`src/hdl/blci_pkg.sv`:
```
// Shared types, constants and helpers for the battery level interpolator.
`default_nettype none

package blci_pkg;

    localparam int MAX_POINTS = 16;

    localparam int VOLT_W = 16;
    localparam int LVL_W  = 8;
    localparam int OUT_W  = 7;
    localparam int IDX_W  = 4;
    localparam int ACT_W  = 2;
    localparam int CFG_W  = 5;
    localparam int CFG_IDX_W = 1;

    localparam int PT_W   = $clog2(MAX_POINTS);
    localparam int CNT_W  = $clog2(MAX_POINTS + 1);
    localparam int ADDR_W = PT_W + 1;
    localparam int DEPTH  = 2 * MAX_POINTS;
    localparam int WORD_W = VOLT_W + LVL_W;

    localparam int DL_W   = LVL_W + 1;
    localparam int DV_W   = VOLT_W + 1;
    localparam int PROD_W = DL_W + DV_W;
    localparam int NUM_W  = LVL_W + VOLT_W;
    localparam int ACC_W  = NUM_W + 2;
    localparam int STEP_W = $clog2(NUM_W);

    localparam int LEVEL_MAX = 100;

    localparam logic [ACT_W-1:0] ACT_WR_CHARGE    = 2'd0;
    localparam logic [ACT_W-1:0] ACT_WR_DISCHARGE = 2'd1;
    localparam logic [ACT_W-1:0] ACT_QUERY        = 2'd2;
    localparam logic [ACT_W-1:0] ACT_NONE         = 2'd3;

    localparam logic [CFG_IDX_W-1:0] CFG_CHARGE_POINTS    = 1'd0;
    localparam logic [CFG_IDX_W-1:0] CFG_DISCHARGE_POINTS = 1'd1;

    localparam logic CURVE_CHARGE    = 1'b1;
    localparam logic CURVE_DISCHARGE = 1'b0;

    typedef struct packed {
        logic             wr_en;
        logic             ld_query;
        logic             rd_en;
        logic [PT_W-1:0]  rd_idx;
        logic             cap_first;
        logic             cap_last;
        logic             scan;
        logic             mul;
        logic             div_init;
        logic             div_step;
        logic             fin;
        logic             out_load;
    } t_cmd;

    typedef struct packed {
        logic less;
        logic span_zero;
    } t_status;

    // Point count as used: zero reads as one, anything above the table depth saturates.
    function automatic logic [CNT_W-1:0] f_eff_count(input logic [CFG_W-1:0] cnt);
        logic [CNT_W-1:0] res;
        if (cnt == '0) begin
            res = CNT_W'(1);
        end else if (32'(cnt) > 32'(MAX_POINTS)) begin
            res = CNT_W'(MAX_POINTS);
        end else begin
            res = CNT_W'(cnt);
        end
        return res;
    endfunction

endpackage

`default_nettype wire

```
`src/hdl/blci_ram.sv`:
```
// Generic single-write, single-read RAM with registered read data.
`default_nettype none

module blci_ram #(
    parameter int WIDTH = 8,
    parameter int DEPTH = 16
) (
    input  wire logic                     i_clk,
    input  wire logic                     i_wr_en,
    input  wire logic [$clog2(DEPTH)-1:0] i_wr_addr,
    input  wire logic [WIDTH-1:0]         i_wr_data,
    input  wire logic                     i_rd_en,
    input  wire logic [$clog2(DEPTH)-1:0] i_rd_addr,
    output logic      [WIDTH-1:0]         o_rd_data
);

    logic [WIDTH-1:0] r_mem [DEPTH];

    always_ff @(posedge i_clk) begin
        if (i_wr_en) begin
            r_mem[i_wr_addr] <= i_wr_data;
        end
        if (i_rd_en) begin
            o_rd_data <= r_mem[i_rd_addr];
        end
    end

endmodule

`default_nettype wire

```
`src/hdl/blci_datapath.sv`:
```
// Datapath: point RAM, clamp, segment scan, multiplier and restoring divider.
`default_nettype none

module blci_datapath
    import blci_pkg::*;
(
    input  wire logic                    i_clk,
    input  wire t_cmd                    i_cmd,
    input  wire logic [ACT_W-1:0]        i_action,
    input  wire logic [IDX_W-1:0]        i_point_index,
    input  wire logic [VOLT_W-1:0]       i_point_voltage,
    input  wire logic signed [LVL_W-1:0] i_point_level,
    input  wire logic [VOLT_W-1:0]       i_query_voltage,
    input  wire logic                    i_charging,
    output t_status                      o_status,
    output logic [OUT_W-1:0]             o_level
);

    logic [ADDR_W-1:0] wr_addr;
    logic [ADDR_W-1:0] rd_addr;
    logic              wr_ok;
    logic              rd_curve;
    logic [WORD_W-1:0] rd_data;
    logic [VOLT_W-1:0] rd_v;
    logic signed [LVL_W-1:0] rd_l;

    logic                     r_curve;
    logic [VOLT_W-1:0]        r_v;
    logic [VOLT_W-1:0]        r_prev_v;
    logic signed [LVL_W-1:0]  r_prev_l;
    logic signed [ACC_W-1:0]  r_level;
    logic signed [DL_W-1:0]   r_dl;
    logic signed [DV_W-1:0]   r_dv;
    logic signed [DV_W-1:0]   r_span;
    logic signed [PROD_W-1:0] r_prod;
    logic                     r_neg;
    logic [NUM_W-1:0]         r_num;
    logic [VOLT_W-1:0]        r_den;
    logic [VOLT_W-1:0]        r_rem;
    logic [OUT_W-1:0]         r_out_level;

    logic signed [PROD_W-1:0] prod_abs;
    logic signed [DV_W-1:0]   span_abs;
    logic [VOLT_W:0]          rem_sh;
    logic                     q_bit;
    logic signed [ACC_W-1:0]  q_ext;
    logic [VOLT_W-1:0]        v_clamped;
    logic [OUT_W-1:0]         level_clamped;

    // Write address: curve bit on top of the point position.
    assign wr_ok    = 32'(i_point_index) < 32'(MAX_POINTS);
    assign wr_addr  = {(i_action == ACT_WR_CHARGE) ? CURVE_CHARGE : CURVE_DISCHARGE,
                       PT_W'(i_point_index)};
    assign rd_curve = i_cmd.ld_query ? i_charging : r_curve;
    assign rd_addr  = {rd_curve, i_cmd.rd_idx};

    blci_ram #(
        .WIDTH (WORD_W),
        .DEPTH (DEPTH)
    ) u_ram (
        .i_clk     (i_clk),
        .i_wr_en   (i_cmd.wr_en && wr_ok),
        .i_wr_addr (wr_addr),
        .i_wr_data ({i_point_voltage, i_point_level}),
        .i_rd_en   (i_cmd.rd_en),
        .i_rd_addr (rd_addr),
        .o_rd_data (rd_data)
    );

    assign rd_v = rd_data[WORD_W-1:LVL_W];
    assign rd_l = $signed(rd_data[LVL_W-1:0]);

    assign o_status.less      = r_v < rd_v;
    assign o_status.span_zero = (r_span == '0);

    always_comb begin
        // clamp to first point (held in prev) and last point (on the read port)
        if (r_v < r_prev_v) begin
            v_clamped = r_prev_v;
        end else if (r_v > rd_v) begin
            v_clamped = rd_v;
        end else begin
            v_clamped = r_v;
        end

        prod_abs = r_prod[PROD_W-1] ? -r_prod : r_prod;
        span_abs = r_span[DV_W-1] ? -r_span : r_span;

        rem_sh = {r_rem, r_num[NUM_W-1]};
        q_bit  = rem_sh >= {1'b0, r_den};
        q_ext  = $signed({2'b00, r_num});

        if (r_level < 0) begin
            level_clamped = '0;
        end else if (r_level > $signed(ACC_W'(LEVEL_MAX))) begin
            level_clamped = OUT_W'(LEVEL_MAX);
        end else begin
            level_clamped = r_level[OUT_W-1:0];
        end
    end

    always_ff @(posedge i_clk) begin
        if (i_cmd.ld_query) begin
            r_v     <= i_query_voltage;
            r_curve <= i_charging;
        end
        if (i_cmd.cap_first) begin
            r_prev_v <= rd_v;
            r_prev_l <= rd_l;
            r_level  <= ACC_W'(rd_l);
        end
        if (i_cmd.cap_last) begin
            r_v <= v_clamped;
        end
        if (i_cmd.scan) begin
            if (o_status.less) begin
                r_dl   <= DL_W'(rd_l) - DL_W'(r_prev_l);
                r_dv   <= $signed({1'b0, r_v}) - $signed({1'b0, r_prev_v});
                r_span <= $signed({1'b0, rd_v}) - $signed({1'b0, r_prev_v});
            end else begin
                r_prev_v <= rd_v;
                r_prev_l <= rd_l;
                r_level  <= ACC_W'(rd_l);
            end
        end
        if (i_cmd.mul) begin
            r_prod <= PROD_W'(r_dl) * PROD_W'(r_dv);
            r_neg  <= r_dl[DL_W-1] ^ r_dv[DV_W-1] ^ r_span[DV_W-1];
        end
        if (i_cmd.div_init) begin
            r_num <= prod_abs[NUM_W-1:0];
            r_den <= span_abs[VOLT_W-1:0];
            r_rem <= '0;
        end
        if (i_cmd.div_step) begin
            r_rem <= q_bit ? VOLT_W'(rem_sh - {1'b0, r_den}) : rem_sh[VOLT_W-1:0];
            r_num <= {r_num[NUM_W-2:0], q_bit};
        end
        if (i_cmd.fin) begin
            r_level <= ACC_W'(r_prev_l) + (r_neg ? -q_ext : q_ext);
        end
        if (i_cmd.out_load) begin
            r_out_level <= level_clamped;
        end
    end

    assign o_level = r_out_level;

endmodule

`default_nettype wire

```
`src/hdl/blci_ctrl.sv`:
```
// Controller: sequences writes, the point scan and the divide; owns the handshakes.
`default_nettype none

module blci_ctrl
    import blci_pkg::*;
(
    input  wire logic             i_clk,
    input  wire logic             i_rst_n,
    input  wire logic             i_in_valid,
    output logic                  o_in_ready,
    input  wire logic [ACT_W-1:0] i_action,
    input  wire logic [CNT_W-1:0] i_n,
    input  wire t_status          i_status,
    output logic                  o_out_valid,
    input  wire logic             i_out_ready,
    output t_cmd                  o_cmd
);

    localparam logic [3:0] S_IDLE  = 4'd0;
    localparam logic [3:0] S_FIRST = 4'd1;
    localparam logic [3:0] S_LAST  = 4'd2;
    localparam logic [3:0] S_SCAN  = 4'd3;
    localparam logic [3:0] S_MUL   = 4'd4;
    localparam logic [3:0] S_INIT  = 4'd5;
    localparam logic [3:0] S_DIV   = 4'd6;
    localparam logic [3:0] S_FIN   = 4'd7;
    localparam logic [3:0] S_DONE  = 4'd8;

    logic [3:0]        r_state, n_state;
    logic [CNT_W-1:0]  r_n, n_n;
    logic [CNT_W-1:0]  r_i, n_i;
    logic [STEP_W-1:0] r_step, n_step;
    logic              r_out_valid, n_out_valid;
    logic              accept;

    assign o_in_ready  = (r_state == S_IDLE);
    assign accept      = i_in_valid && o_in_ready;
    assign o_out_valid = r_out_valid;

    always_comb begin
        n_state = r_state;
        n_n     = r_n;
        n_i     = r_i;
        n_step  = r_step;
        o_cmd   = '0;

        unique case (r_state)
            S_IDLE: begin
                if (accept) begin
                    unique case (i_action)
                        ACT_WR_CHARGE, ACT_WR_DISCHARGE: begin
                            o_cmd.wr_en = 1'b1;
                        end
                        ACT_QUERY: begin
                            o_cmd.ld_query = 1'b1;
                            o_cmd.rd_en    = 1'b1;
                            o_cmd.rd_idx   = '0;
                            n_n            = i_n;
                            n_state        = S_FIRST;
                        end
                        ACT_NONE: begin
                        end
                        default: begin
                        end
                    endcase
                end
            end
            S_FIRST: begin
                o_cmd.cap_first = 1'b1;
                o_cmd.rd_en     = 1'b1;
                o_cmd.rd_idx    = PT_W'(r_n - 1'b1);
                n_state         = S_LAST;
            end
            S_LAST: begin
                o_cmd.cap_last = 1'b1;
                if (r_n == CNT_W'(1)) begin
                    n_state = S_DONE;
                end else begin
                    o_cmd.rd_en  = 1'b1;
                    o_cmd.rd_idx = PT_W'(1);
                    n_i          = CNT_W'(1);
                    n_state      = S_SCAN;
                end
            end
            S_SCAN: begin
                o_cmd.scan = 1'b1;
                if (i_status.less) begin
                    n_state = S_MUL;
                end else if (r_i == CNT_W'(r_n - 1'b1)) begin
                    n_state = S_DONE;
                end else begin
                    o_cmd.rd_en  = 1'b1;
                    o_cmd.rd_idx = PT_W'(r_i + 1'b1);
                    n_i          = CNT_W'(r_i + 1'b1);
                end
            end
            S_MUL: begin
                // zero span keeps the lower point's level
                if (i_status.span_zero) begin
                    n_state = S_DONE;
                end else begin
                    o_cmd.mul = 1'b1;
                    n_state   = S_INIT;
                end
            end
            S_INIT: begin
                o_cmd.div_init = 1'b1;
                n_step         = '0;
                n_state        = S_DIV;
            end
            S_DIV: begin
                o_cmd.div_step = 1'b1;
                n_step         = STEP_W'(r_step + 1'b1);
                if (r_step == STEP_W'(NUM_W - 1)) begin
                    n_state = S_FIN;
                end
            end
            S_FIN: begin
                o_cmd.fin = 1'b1;
                n_state   = S_DONE;
            end
            S_DONE: begin
                if (!r_out_valid || i_out_ready) begin
                    o_cmd.out_load = 1'b1;
                    n_state        = S_IDLE;
                end
            end
            default: begin
                n_state = S_IDLE;
            end
        endcase

        n_out_valid = r_out_valid;
        if (r_out_valid && i_out_ready) begin
            n_out_valid = 1'b0;
        end
        if (o_cmd.out_load) begin
            n_out_valid = 1'b1;
        end
    end

    always_ff @(posedge i_clk) begin
        if (!i_rst_n) begin
            r_state     <= S_IDLE;
            r_out_valid <= 1'b0;
            r_n         <= CNT_W'(1);
            r_i         <= '0;
            r_step      <= '0;
        end else begin
            r_state     <= n_state;
            r_out_valid <= n_out_valid;
            r_n         <= n_n;
            r_i         <= n_i;
            r_step      <= n_step;
        end
    end

endmodule

`default_nettype wire

```
`src/hdl/battery_level_curve_interpolator_unit.sv`:
```
// Top level of the battery level interpolator: config registers, controller and datapath.
//
// Usage:
//  - Input channel (i_in_valid / o_in_ready) takes one word per handshake. Action
//    write-charge or write-discharge stores a curve point (voltage, level) at
//    i_point_index; action query looks up i_query_voltage on the curve picked by
//    i_charging. Action three is dropped.
//  - Config channel (i_cfg_valid / o_cfg_ready, always ready) sets the point counts:
//    index 0 charging curve, index 1 discharging curve. Write only while idle.
//  - Output channel (o_out_valid / i_out_ready) carries one level word per query.
//  - A write leaves the controller idle; the next word is taken on the following edge.
//  - A query reads the first and last points, then scans with one RAM read per
//    point, then does one multiply and a 24-step restoring divide before
//    o_out_valid; a single point skips scan and divide, a zero span skips the divide.
//  - One query is in flight at a time; o_in_ready drops until its result is loaded.
//  - The result sits in an output register, so the next word is accepted while it
//    waits; a later query holds its result until the register is free.
//  - Reset clears both point counts to one and empties the output; curve RAM is
//    not cleared and must be written before use.
`default_nettype none

module battery_level_curve_interpolator_unit
    import blci_pkg::*;
(
    input  wire logic                    i_clk,
    input  wire logic                    i_rst_n,
    // item input
    input  wire logic                    i_in_valid,
    output logic                         o_in_ready,
    input  wire logic [ACT_W-1:0]        i_action,
    input  wire logic [IDX_W-1:0]        i_point_index,
    input  wire logic [VOLT_W-1:0]       i_point_voltage,
    input  wire logic signed [LVL_W-1:0] i_point_level,
    input  wire logic [VOLT_W-1:0]       i_query_voltage,
    input  wire logic                    i_charging,
    // result output
    output logic                         o_out_valid,
    input  wire logic                    i_out_ready,
    output logic [OUT_W-1:0]             o_level,
    // config writes
    input  wire logic                    i_cfg_valid,
    output logic                         o_cfg_ready,
    input  wire logic [CFG_IDX_W-1:0]    i_cfg_index,
    input  wire logic [CFG_W-1:0]        i_cfg_data
);

    logic [CFG_W-1:0] r_charge_points;
    logic [CFG_W-1:0] r_discharge_points;
    logic [CNT_W-1:0] sel_count;
    t_cmd             cmd;
    t_status          status;

    assign o_cfg_ready = 1'b1;

    // Point counts; writes beyond the register list fall through.
    always_ff @(posedge i_clk) begin
        if (!i_rst_n) begin
            r_charge_points    <= CFG_W'(1);
            r_discharge_points <= CFG_W'(1);
        end else if (i_cfg_valid) begin
            unique case (i_cfg_index)
                CFG_CHARGE_POINTS:    r_charge_points    <= i_cfg_data;
                CFG_DISCHARGE_POINTS: r_discharge_points <= i_cfg_data;
                default: begin
                end
            endcase
        end
    end

    // Effective count for the curve the query selects, latched by the controller.
    assign sel_count = (i_charging == CURVE_CHARGE) ? f_eff_count(r_charge_points)
                                                    : f_eff_count(r_discharge_points);

    blci_ctrl u_ctrl (
        .i_clk       (i_clk),
        .i_rst_n     (i_rst_n),
        .i_in_valid  (i_in_valid),
        .o_in_ready  (o_in_ready),
        .i_action    (i_action),
        .i_n         (sel_count),
        .i_status    (status),
        .o_out_valid (o_out_valid),
        .i_out_ready (i_out_ready),
        .o_cmd       (cmd)
    );

    blci_datapath u_datapath (
        .i_clk           (i_clk),
        .i_cmd           (cmd),
        .i_action        (i_action),
        .i_point_index   (i_point_index),
        .i_point_voltage (i_point_voltage),
        .i_point_level   (i_point_level),
        .i_query_voltage (i_query_voltage),
        .i_charging      (i_charging),
        .o_status        (status),
        .o_level         (o_level)
    );

endmodule

`default_nettype wire

```
`config.mk`:
```
export PLATFORM = sky130hd
export DESIGN_NAME = battery_level_curve_interpolator_unit
export DESIGN_NICKNAME = d
export VERILOG_FILES = /design/src/hdl/blci_pkg.sv /design/src/hdl/blci_ram.sv /design/src/hdl/blci_datapath.sv /design/src/hdl/blci_ctrl.sv /design/src/hdl/battery_level_curve_interpolator_unit.sv
export SDC_FILE = /design/constraint.sdc
export NUM_CORES = 2
export LEC_CHECK = 0
export BUFFER_PORTS_ARGS = -buffer_cell sky130_fd_sc_hd__buf_2
export CORE_MARGIN = 2
export CORE_UTILIZATION = 44
export DETAILED_ROUTE_END_ITERATION = 8
export PLACE_DENSITY = 0.64
export SLEW_MARGIN = 20
export SYNTH_ARGS = -nofsm -noshare
export SYNTH_HDL_FRONTEND = slang
export SYNTH_SLANG_ARGS = --single-unit
export TNS_END_PERCENT = 100
```
`constraint.sdc`:
```
create_clock -name i_clk -period 16 [get_ports i_clk]
set_clock_uncertainty 0.05 [all_clocks]
set_input_delay 3.2 -clock i_clk [delete_from_list [all_inputs] [get_ports i_clk]]
set_output_delay 3.2 -clock i_clk [all_outputs]
set_load 0.005 [all_outputs]
```
==> run summary <==
Fraction of synthesized cell area in xor and xnor cells: 2.70%. The peak clock frequency supported by timing was 154 MHz; the buffers inserted during post-CTS setup optimization was 0. The critical path runs through a total of 17 cells. Critical path buffer and inverter count: 1. The worst setup path is launched from a flip-flop.

The tools report the first-pass GRT wire length as 191000 um. The complex-gate fraction of the synthesized area was 8.41%; the global placement routability congestion was 0.864. In the layout the commonest cells are edfxtp_1, nand2_1, nor2_1.

The number of clock buffers added by TritonCTS is 106. The area added between synthesis and finish came out at 10.7%. For the row count, the log shows 123. The adder-cell share of the synthesized area came out at 9.19%. The tools report the required time reported for the critical path endpoint as 16.37 ns.

Counting stages on the worst path, the most repeated cell is fa_1. For the utilization of the core after routing, the log shows 49.2%. From bottom edge to top edge, the die measures 342 um. The setup TNS after final layout was 0 ns.

The run finished with clean final reports. After detailed routing, the number of remaining DRC violations is 0. The number of nets in the synthesized netlist is 4632. In the final layout, the share of cells above drive strength 1 is 8.47%. TritonCTS built the clock tree. CTS built an H-tree with a depth of 3. The internal portion of the total power is 5.49 mW. The cell sitting at the root of the clock tree is a clkbuf_16. The kind of cell adding the most delay to the critical path is adder cells. The analysis attributes to net switching a power of 2.58 mW. The finished cells cover 0.0555 mm^2.

The logs give 2 for the number of antenna violations at the first check in global routing and 3166 for the iteration-0 DRC count of the detailed router. The tools report the number of max-slew violations in the final report as 0. A synthesized cell averages 11.7 um^2. The share of the synthesized area in the top cell type came out at 56.3%.

Multiplexer cells account for 1.93% of the synthesized area. The number of global-route vias before repair was 31900; the post-cts gate resize count was 0. For the number of clock sinks, the log shows 1021. The clock passes through at most 3 buffers. In this run the remaining antenna-violating nets after routing total 0.

The routed length per instance works out to 21.1 um. Transition time at the pin with the least slew margin: 1.10 ns. Traced cell by cell, the critical path runs through nand2b_1, fa_1, fa_1, inv_1, fa_1, fa_1, fa_1, ha_1, nor2b_1, o31ai_1, a211oi_1, nor2_1, a2111oi_0, nor3_1, o31ai_1, a21oi_1, xnor2_1. During placement, the flow inserted port buffers numbering 66. Timing analysis after detailed placement gives a worst setup slack of 9.03 ns. The switching power as a share of total power is 31.9%, and the global-route congestion overflow total is 0. By area the synthesized netlist is led by edfxtp_1, nand2_1, fa_1, ha_1, dfxtp_1.

The HPWL reported at the end of detailed placement was 79700 um; the static power due to leakage was 20.1 nW. Synthesis produced 4284 cells. Combinational family with the most area after synthesis: simple AND/OR/NAND/NOR gates. The number of fillers in the final layout is 9870. Cell area reported after detailed placement: 0.0520 mm^2. Setup repair after global routing left no endpoint under its margin. For the core area, the log shows 0.113 mm^2.

The number of nets in the final layout was 4657. The async set or reset register ratio after synthesis came out at 0%. Sequential elements use 59.5% of the synthesized area. The synthesized netlist contains 83 unique library cells. The tools report the sequential power share as 41.2%. The tool flagged a number of max-cap violations equal to 0. In this run the worst path has a maximum fanout of 19. On the worst path, the slowest cell contributes a delay of 0.91 ns. Global routing used 21.2% of the available tracks.

The horizontal die dimension is 342 um. STA classifies the critical path endpoint as a flip-flop. Summed over all layers, the routed wires come to 124000 um.

The run gives 0.0502 mm^2 as the post-synthesis instance area. The pre-antenna-repair detailed-routing pass consisted of 5 iterations. For the number of warnings printed during yosys synthesis, the log shows 0.

The fraction of the mapped netlist area in simple logic gates was 14.7%. After clock tree synthesis, the flow added hold-fix buffers numbering 0. The critical path is of the flip-flop to flip-flop type.

The worst register-to-register path has a depth of 17. The worst setup margin came out at 9.51 ns. The path class of the tightest hold or removal check is flip-flop to flip-flop. Counting flops and latches in the post-synthesis netlist gives 1021.

The cell count of the worst hold path is 1. The tools report the part of the total power dissipated in the clock network as 30.9%. Setup violations remaining at the end of the flow were counted as 0. The run gives 32700 as the number of vias in the routed layout.

The power density over the cells is 145 mW/mm^2, and the post-route fraction of the period consumed by the critical path is 40.6%. For this configuration, the core starts out at a cell density of 44.5%. After layout, the minimum clock period comes to 6.49 ns.

The pin count of the biggest net entering global routing was 210. The worst-case IR drop observed on VDD is 0.0000929 V. The clock slew at the register clock pins of the worst setup and hold paths was 0.06 ns. The endpoint arrival time on the critical path is 6.87 ns, and the via density per instance is 5.56. Count of flip-flops with a built-in enable after synthesis: 940. The clock reaches the later pin of the worst-skew pair after 0.73 ns. Among all flip-flop cells after synthesis, the most frequent one is edfxtp_1. For the number of endpoints with negative hold slack in the final report, the log shows 0. For the relative max-transition margin, the log shows 26.4%. The synthesized design spends more area on one cell type than any other, namely edfxtp_1. For the share of power burned in combinational logic, the log shows 27.9%. The most common cell after layout, fill and taps aside was edfxtp_1.

The die covers 0.117 mm^2. In this run the count of I/O pins placed on the die edge is 68. The slowest library cell on the worst path was edfxtp_1.
synthesized netlist by cell type (all sizes together), types with 14 or more instances:
| cell type | number |
|---|---|
| edfxtp | 940 |
| nand2 | 776 |
| nor2 | 331 |
| nand3 | 230 |
| o21ai | 203 |
| inv | 199 |
| a21oi | 186 |
| ha | 159 |
| fa | 131 |
| buf | 118 |
| xnor2 | 96 |
| mux2i | 90 |
| clkbuf | 87 |
| dfxtp | 81 |
| and2 | 70 |
| nor3 | 62 |
| xor2 | 56 |
| a32oi | 48 |
| nor2b | 41 |
| a211oi | 32 |
| a21o | 32 |
| nand4 | 30 |
| o21a | 29 |
| a221oi | 28 |
| or3 | 27 |
| nand2b | 25 |
| o31ai | 25 |
| and3 | 14 |
| or2 | 14 |
routing by layer:
| layer | track usage, % | share of wire [%] | up-vias | routed length (um) |
|---|---|---|---|---|
| met5 | 0 | 0 | - | 0 |
| met1 | 30.2 | 44 | 16100 | 54800 |
| li1 | - | - | 15300 | - |
| met4 | 6.27 | 2.7 | 0 | 3410 |
| met3 | 2.89 | 6.8 | 212 | 8520 |
| met2 | 34.0 | 46 | 1107 | 57800 |
worst register-to-register path, cell delays in order (launching register included):
cell and delay, ns:
edfxtp_1 0.91, nand2b_1 0.16, fa_1 0.47, fa_1 0.50, inv_1 0.05, fa_1 0.47
fa_1 0.54, fa_1 0.43, ha_1 0.34, nor2b_1 0.19, o31ai_1 0.13, a211oi_1 0.36
nor2_1 0.11, a2111oi_0 0.77, nor3_1 0.20, o31ai_1 0.30, a21oi_1 0.12, xnor2_1 0.13
cell families after synthesis:
kind of cell | after synthesis
other | 1
XOR/XNOR | 153
AO/OA/AOI/OAI | 663
flip-flops | 1021
buffers and inverters | 405
multiplexers | 96
AND/OR/NAND/NOR | 1655
adder cells (fa/ha/maj) | 290
flip-flops by register name, indices dropped and copies added (netlist names), 17 cells and up:
name and count:
u_datapath.r_level 26, u_datapath.r_span 17, u_datapath.u_ram.o_rd_data 24, u_datapath.r_dv 17, u_datapath.u_ram.r_mem 768, u_datapath.r_prod 25, u_datapath.r_num 24
worst paths after layout:
check | startpoint | end | slack, ns
setup / recovery | u_datapath.r_dl[8]$_DFFE_PP_ | u_datapath.r_prod[25]$_DFFE_PP_ | 9.51
hold / removal | u_ctrl.r_step[4]$_SDFFE_PN0N_ | u_ctrl.r_step[4]$_SDFFE_PN0N_ | 0.40
setup reg to reg | u_datapath.r_dl[8]$_DFFE_PP_ | u_datapath.r_prod[25]$_DFFE_PP_ | 9.51
hold reg to reg | u_ctrl.r_step[4]$_SDFFE_PN0N_ | u_ctrl.r_step[4]$_SDFFE_PN0N_ | 0.40
final cells by class:
class / count / area (um^2) / share of cell area [%]
antenna: 1 / 2.50 / 0.00451
clock buffer: 129 / 2770 / 4.99
clock inverter: 63 / 754 / 1.36
inverter: 200 / 751 / 1.35
multi-input combinational: 2858 / 18800 / 33.8
sequential: 1021 / 29800 / 53.7
tap: 1500 / 1880 / 3.38
timing repair buffer: 122 / 783 / 1.41
per-stage QoR:
stage	cells	hold WS [ns]	total power, mW
6_report	5894	0.398	8.07
4_1_cts	5892	0.399	8.11
2_1_floorplan	4284	0.373	4.94
5_1_grt	5893	0.425	8.50
3_3_place_gp	5700	0.382	5.59
3_5_place_dp	5700	0.390	5.62
power by group through the flow:
stage / logic (mW) / registers, mW / clock network, mW
5_1_grt: 2.53 / 3.34 / 2.63
4_1_cts: 2.26 / 3.32 / 2.53
3_3_place_gp: 2.21 / 3.38 / 0
2_1_floorplan: 1.65 / 3.29 / 0
6_report: 2.25 / 3.33 / 2.50
3_5_place_dp: 2.24 / 3.38 / 0
Note: power is estimated with default switching activity, not from simulation.
